[config.mk]
export PLATFORM = sky130hd
export DESIGN_NAME = sgd_isqrt
export DESIGN_NICKNAME = d
export VERILOG_FILES = /design/src/hdl/sgd_pkg.sv /design/src/hdl/sgd_isqrt.sv
export SDC_FILE = /design/constraint.sdc
export NUM_CORES = 1
export LEC_CHECK = 0
export BUFFER_PORTS_ARGS = -buffer_cell sky130_fd_sc_hd__buf_2
export CAP_MARGIN = 0
export CORE_AREA = 2 2 74 76
export CTS_CLUSTER_DIAMETER = 120
export DETAILED_ROUTE_END_ITERATION = 7
export DIE_AREA = 0 0 76 78
export GPL_ROUTABILITY_DRIVEN = 0
export PLACE_DENSITY = 0.74
export SLEW_MARGIN = 30
export SYNTH_ARGS = -nofsm -noshare
export SYNTH_HDL_FRONTEND = slang
export SYNTH_SLANG_ARGS = --single-unit
[constraint.sdc]
create_clock -name clk_i -period 3 [get_ports clk_i]
set_clock_uncertainty 0.15 [all_clocks]
set_input_delay 0.3 -clock clk_i [delete_from_list [all_inputs] [get_ports clk_i]]
set_output_delay 0.3 -clock clk_i [all_outputs]
set_load 0.005 [all_outputs]
[src/hdl/sgd_pkg.sv]
// sgd_pkg: widths, codes, handshake structs and the divide-by-three helper
// shared by the sobel gradient/direction core, its interfaces and root unit
// no dependencies
package sgd_pkg;

  localparam int PIX_W      = 8;
  localparam int SUM3_W     = 10;
  localparam int LW_W       = 11;
  localparam int POS_W      = 10;
  localparam int GRAD_W     = 10;
  localparam int SQ_W       = 2 * GRAD_W;
  localparam int RAD_W      = 22;
  localparam int ROOT_W     = RAD_W / 2;
  localparam int ROOT_STEPS = RAD_W / 2;
  localparam int STEP_W     = 4;
  localparam int DIR_W      = 3;
  localparam int APB_ADDR_W = 3;
  localparam int APB_DATA_W = 32;

  localparam logic [LW_W-1:0]  LINE_WIDTH_RESET = 11'd640;
  localparam logic [PIX_W-1:0] MAG_MAX          = 8'd255;

  // register index, taken from paddr word bit
  localparam logic REG_LINE_WIDTH = 1'b0;

  typedef enum logic [DIR_W-1:0] {
    DIR_HORIZ = 3'd0,
    DIR_DIAG  = 3'd1,
    DIR_VERT  = 3'd2,
    DIR_ANTI  = 3'd3,
    DIR_NONE  = 3'd4
  } dir_e;

  typedef struct packed {
    logic             start;
    logic [RAD_W-1:0] radicand;
  } root_req_t;

  typedef struct packed {
    logic              done;
    logic [ROOT_W-1:0] root;
  } root_rsp_t;

  // floor(sum / 3) for sum <= 765 via 683 / 2048
  function automatic logic [PIX_W-1:0] div3(input logic [SUM3_W-1:0] sum);
    logic [20:0] prod;
    prod = 21'(sum) * 21'(683);
    return prod[18:11];
  endfunction

endpackage

[src/hdl/sgd_isqrt.sv]
// sgd_isqrt: digit-by-digit floor square root, two radicand bits per cycle
// depends on sgd_pkg for widths and the request/response structs
module sgd_isqrt (
  input  logic               clk_i,
  input  logic               rst_ni,
  input  sgd_pkg::root_req_t req_i,
  output sgd_pkg::root_rsp_t rsp_o
);

  localparam int RemW = sgd_pkg::ROOT_W + 1;
  localparam int ShW  = RemW + 2;

  logic                        busy_q;
  logic [sgd_pkg::STEP_W-1:0]  step_q;
  logic [sgd_pkg::RAD_W-1:0]   rad_q;
  logic [RemW-1:0]             rem_q;
  logic [sgd_pkg::ROOT_W-1:0]  root_q;

  logic [ShW-1:0]              rem_sh;
  logic [ShW-1:0]              trial;
  logic                        geq;
  logic [RemW-1:0]             rem_d;
  logic [sgd_pkg::ROOT_W-1:0]  root_d;
  logic                        last;

  always_comb begin
    rem_sh = {rem_q, rad_q[sgd_pkg::RAD_W-1 -: 2]};
    trial  = {1'b0, root_q, 2'b01};
    geq    = rem_sh >= trial;
    rem_d  = geq ? RemW'(rem_sh - trial) : RemW'(rem_sh);
    root_d = {root_q[sgd_pkg::ROOT_W-2:0], geq};
    last   = busy_q && (step_q == sgd_pkg::STEP_W'(sgd_pkg::ROOT_STEPS - 1));
  end

  always_ff @(posedge clk_i or negedge rst_ni) begin
    if (!rst_ni) begin
      busy_q <= 1'b0;
      step_q <= '0;
    end else if (req_i.start) begin
      busy_q <= 1'b1;
      step_q <= '0;
    end else if (busy_q) begin
      if (last) begin
        busy_q <= 1'b0;
      end
      step_q <= step_q + sgd_pkg::STEP_W'(1);
    end
  end

  always_ff @(posedge clk_i) begin
    if (req_i.start) begin
      rad_q  <= req_i.radicand;
      rem_q  <= '0;
      root_q <= '0;
    end else if (busy_q) begin
      rad_q  <= {rad_q[sgd_pkg::RAD_W-3:0], 2'b00};
      rem_q  <= rem_d;
      root_q <= root_d;
    end
  end

  // done marks the cycle of the final step, root is valid the cycle after
  assign rsp_o.done = last;
  assign rsp_o.root = root_q;

endmodule
# == Word-level counts from Yosys, hierarchy flattened ==
# Index checks and enable logic that the tools add are counted.
# op_classes
bitwise_logic,0
multipliers,0
order_cmp,1
div_mod_pow,0
n_reduce_logical,2
shift,0
mux,8
add_sub_neg,2
n_eq_ne,1
# op_table
cell,n
$mux 22,2
$ge 14x13->1,1
$mux 12,1
$sub 12x12->12,1
$mux 4,2
$add 4x1->4 const B,1
$eq 4x4->1 const B,1
$mux 1,3
$reduce_bool 2->1,1
$logic_and 1x1->1,1
# totals
regBits,50
inputBits,25
latch_bits,0
n_memories,0
elab_cells,19
ramBits,0
output_inout_bits,12
romBits,0

# == Longest topological paths before layout ==
# depth
depth_word,5
depth_mapped,10
mapped_depth_nobuf,8

# == Worst setup path after synthesis ==
# No wires, ideal clock.
# synth_timing
path_type,register to register
start,register root_q[1] (netlist name)
end,register rem_q[3]
stages_incl_launch_ff,10
required_time_ps,2711
slack_ps,615
synth_period_minus_slack_ps,2385
path_buffers,1
arrival_ps,2096
path_cell_list,dfxtp_1 inv_1 ha_1 o21a_1 a21boi_4 o311a_1 nor3_4 buf_6 mux2i_1 a211oi_1
# synth_between
elab_chain_len,2
# synth_rtl
item,line,source
"start, declared",sgd_isqrt.sv:17,logic [sgd_pkg::ROOT_W-1:0] root_q;
"start signal, assigned",sgd_isqrt.sv:58,root_q <= root_d;
$sub 12x12->12 / $ge 14x13->1 (equally long branches),"sgd_isqrt.sv:30, sgd_isqrt.sv:29",
$mux 12 *,sgd_isqrt.sv:30,rem_d = geq ? RemW'(rem_sh - trial) : RemW'(rem_sh);
"end signal, assigned",sgd_isqrt.sv:57,rem_q <= rem_d;
"end, declared",sgd_isqrt.sv:16,logic [RemW-1:0] rem_q;
# Mark *: on every way between the ends. The rest lies on a longest branch, timed or not.
# A chain may end at the register's enable or synchronous reset.

# == Worst setup path in the final report ==
# layout_timing
start,register root_q[1] (netlist name)
end,register rem_q[2]
# layout_between
elab_chain_len,2
# layout_rtl
item,line,source
$ge 14x13->1,sgd_isqrt.sv:29,geq = rem_sh >= trial;
$mux 12,sgd_isqrt.sv:30,
# No other way between the ends.

==> flow_metrics.py <==
metrics = {
    "clock_tree": {
        "ctsHtreeMaxLevel": 2,
        "cts_made_buffers": 5,
        "clockBufferDepth": 2,
        "clkSinkCount": 50,
        "insertion_delay_ps": 310,
        "path_clk_slew_ps": 100,
        "cts_repair_resize_count": 0,
        "clock-root-buffer": "clkbuf_8",
        "cts_tree": "yes",
    },
    "finish": {
        "fin_util_pct": 60.7,
        "diodes": 0,
        "final_cell_mix": "36 x buf_2, 33 x nor2_1, 23 x dfxtp_1",
        "final_common_cell": "buf_2",
        "fin_cells": 361,
        "area_growth_pct": 13.0,
        "nets": 330,
        "drive_gt1_share_pct": 24.4,
    },
    "pwr": {
        "p_clk_share_pct": 18.8,
        "leakagePower_nw": 1.38,
        "p_comb_share_pct": 45.7,
        "p_seq_share_pct": 35.4,
        "power.density_nw_per_um2": 832,
        "p_sw_mw": 0.916,
        "ir_drop_uv": 410,
        "p_int_mw": 1.63,
        "p_sw_share_pct": 35.9,
    },
    "worst_setup_path": {
        "rrSetupSlack_ps": 410,
        "path_delay_family": "compound AO/OA/AOI/OAI gates",
        "critical_path.max_stage_delay_ps": 380,
        "cp.arrival_ps": 2610,
        "worstPathMaxFanout": 21,
        "crit_type": "flip-flop to flip-flop",
        "worstSetupEndpointType": "flip-flop",
        "slowest_stage": "dfxtp_1",
        "r2r_cells": 9,
        "critical_path_buf_inv_count": 2,
        "timing.rr.end": "rem_q[2]",
        "cp.depth": 9,
        "r2r-start": "root_q[1]",
        "cp_cell_sequence": "inv_1 > ha_1 > o21a_1 > a21boi_4 > o311a_1 > nor3_4 > buf_4 > mux2i_1 > a211oi_1",
        "required_ps": 3020,
        "cp-start-kind": "flip-flop",
    },
    "min_path": {
        "hp-class": "input port to flip-flop",
        "whs_endpoint": "rad_q[0]",
        "holdCritStartpoint": "req_i[0]",
        "hold_depth": 2,
    },
    "routing": {
        "drt_iter0_drc": 100,
        "drc": 0,
        "antenna_left": 0,
        "vias_per_cell": 5.42,
        "post_drt_wl_per_cell_um": 13.7,
        "drt-pass1-iter-count": 4,
        "wirelength_um": 4950,
        "route.vias.total": 1957,
    },
    "synth": {
        "synth.largest_area_cell": "edfxtp_1",
        "yosysTopAreaCellShare_pct": 24.4,
        "ys_warn_count": 0,
        "syn-mean-instance-area_um2": 10.5,
        "synth_fp_nets": 297,
        "ys_seq_elements": 50,
        "netlist_instances": 257,
        "ys.flop_type": "dfxtp_1",
        "synth_edf_count": 22,
        "synth_area_leaders": "edfxtp_1 24%, dfxtp_1 17%, mux2_2 8.3%",
        "synth-async-reset-ratio_pct": 10.0,
        "syn_area_um2": 2710,
        "yosys.cell_types.count": 47,
        "seq_area_frac_synth_pct": 46.0,
    },
    "sta": {
        "finalSetupTns_ps": 0,
        "period_share_pct": 86.3,
        "hold_viol_final": 0,
        "finalMaxSlewViolations": 0,
        "final-setup-viol-count": 0,
        "tightest_slew_ps": 895,
        "min_period_ps": 2590,
        "rsz0062_at_grt": "no",
        "setup_slack_ps": 411,
        "slew_headroom_pct": 40.2,
        "timing.fmax_mhz": 386,
    },
    "floorplan": {
        "initial_utilization_pct": 53.7,
        "die-height_um": 78,
        "ios": 37,
        "core-area_um2": 5040,
        "dieWidth_um": 76,
        "placementRows": 26,
        "die_area_um2": 5930,
    },
    "global_route": {
        "grt_max_degree": 47,
        "grt_pass1_wl_um": 8510,
        "grt_pass1_vias": 1847,
        "grt-ovfl-total": 0,
        "track_usage_pct": 17.8,
        "antenna_found_initial": 0,
    },
    "job": {
        "cap_violations": 0,
    },
    "placed_design": {
        "preCtsSetupSlack_ps": 438,
        "dpl.hpwl_um": 3580,
        "placed_cells": 352,
        "portBuffers": 36,
    },
    "run_status": {
        "outcome": "completed",
    },
}
==> cell families (layout without fill, tap and decap cells) <==
kind of cell             Yosys count  in the layout  share of synthesized area [%]
XOR/XNOR                          11             11                           3.55
multiplexers                      34             34                           13.5
buffers and inverters             35             69                           5.31
adder cells (fa/ha/maj)           15             15                           6.93
AND/OR/NAND/NOR                   68             68                           12.5
AO/OA/AOI/OAI                     44             44                           12.3
flip-flops                        50             50                           46.0
==> cells in the mapped netlist (4+ instances only) <==
cell,count
a211oi_1,7
dfrtp_1,5
mux2i_1,14
o31ai_1,5
mux2_2,20
o21a_1,4
nand3_1,4
o21ai_0,4
xnor2_1,7
ha_1,15
nor2_1,33
clkbuf_1,5
xor2_1,4
buf_1,6
dfxtp_1,23
edfxtp_1,22
a21oi_1,7
nand2_1,8
nand4_1,4
inv_1,20
==> per-stage QoR <==
stage / hold WS (ps) / total power, mW / area, um2
3_5_place_dp: -31.2 / 2.07 / 2940
3_3_place_gp: -32.8 / 2.04 / 2940
2_1_floorplan: -146 / 1.86 / 2710
6_report: 118 / 2.55 / 3060
4_1_cts: 105 / 2.57 / 3060
5_1_grt: 115 / 2.74 / 3060
==> worst max-delay path by stage <==
stage	to	slack, ps	start
3_3_place_gp	rem_q[2]	520	root_q[1]
3_5_place_dp	rem_q[9]	440	root_q[1]
2_1_floorplan	rem_q[3]	620	root_q[1]
6_report	rem_q[2]	410	root_q[1]
5_1_grt	rem_q[9]	230	root_q[1]
4_1_cts	rem_q[9]	410	root_q[1]
==> power groups by stage <==
| stage | logic (mW) | clock network [mW] | registers (mW) |
|---|---|---|---|
| 2_1_floorplan | 0.970 | 0 | 0.891 |
| 3_3_place_gp | 1.13 | 0 | 0.913 |
| 3_5_place_dp | 1.16 | 0 | 0.917 |
| 4_1_cts | 1.17 | 0.498 | 0.902 |
| 5_1_grt | 1.30 | 0.524 | 0.916 |
| 6_report | 1.17 | 0.480 | 0.903 |
==> timing repair <==
| action | CTS | global route |
|---|---|---|
| buffers inserted | 0 | 0 |
| endpoints found under the hold margin | 5 | 0 |
| setup endpoints to repair | 0 | 0 |
| hold buffers | 1 | 0 |
==> flip-flops by register name, indices dropped and copies added (netlist names) <==
| name | flops |
|---|---|
| rem_q | 12 |
| rad_q | 22 |
| busy_q | 1 |
| root_q | 11 |
| step_q | 4 |
==> final cells by class <==
type,count,area (um2)
Timing Repair Buffer,40,213
Clock inverter,3,47.5
Sequential cell,50,1250
Tap cell,70,87.6
Fill cell,415,1980
Clock buffer,5,68.8
Inverter,21,78.8
Multi-Input combinational cell,172,1320
==> per-layer routing <==
| layer | routed length, um | track usage (%) | up-vias | share of wire, % |
|---|---|---|---|---|
| met1 | 2230 | 23.6 | 915 | 45 |
| li1 | - | - | 990 | - |
| met5 | 0 | 0 | - | 0 |
| met4 | 66 | 5.09 | 0 | 1.3 |
| met2 | 2420 | 29.3 | 44 | 49 |
| met3 | 228 | 4.07 | 8 | 4.6 |
==> worst reg2reg max path, cell delays in order, from the launching register on <==
cell	delay [ps]
dfxtp_1	380
inv_1	60
ha_1	350
o21a_1	230
a21boi_4	160
o311a_1	370
nor3_4	170
buf_4	260
mux2i_1	230
a211oi_1	90
No activity file was read; power rests on OpenSTA's default activity.
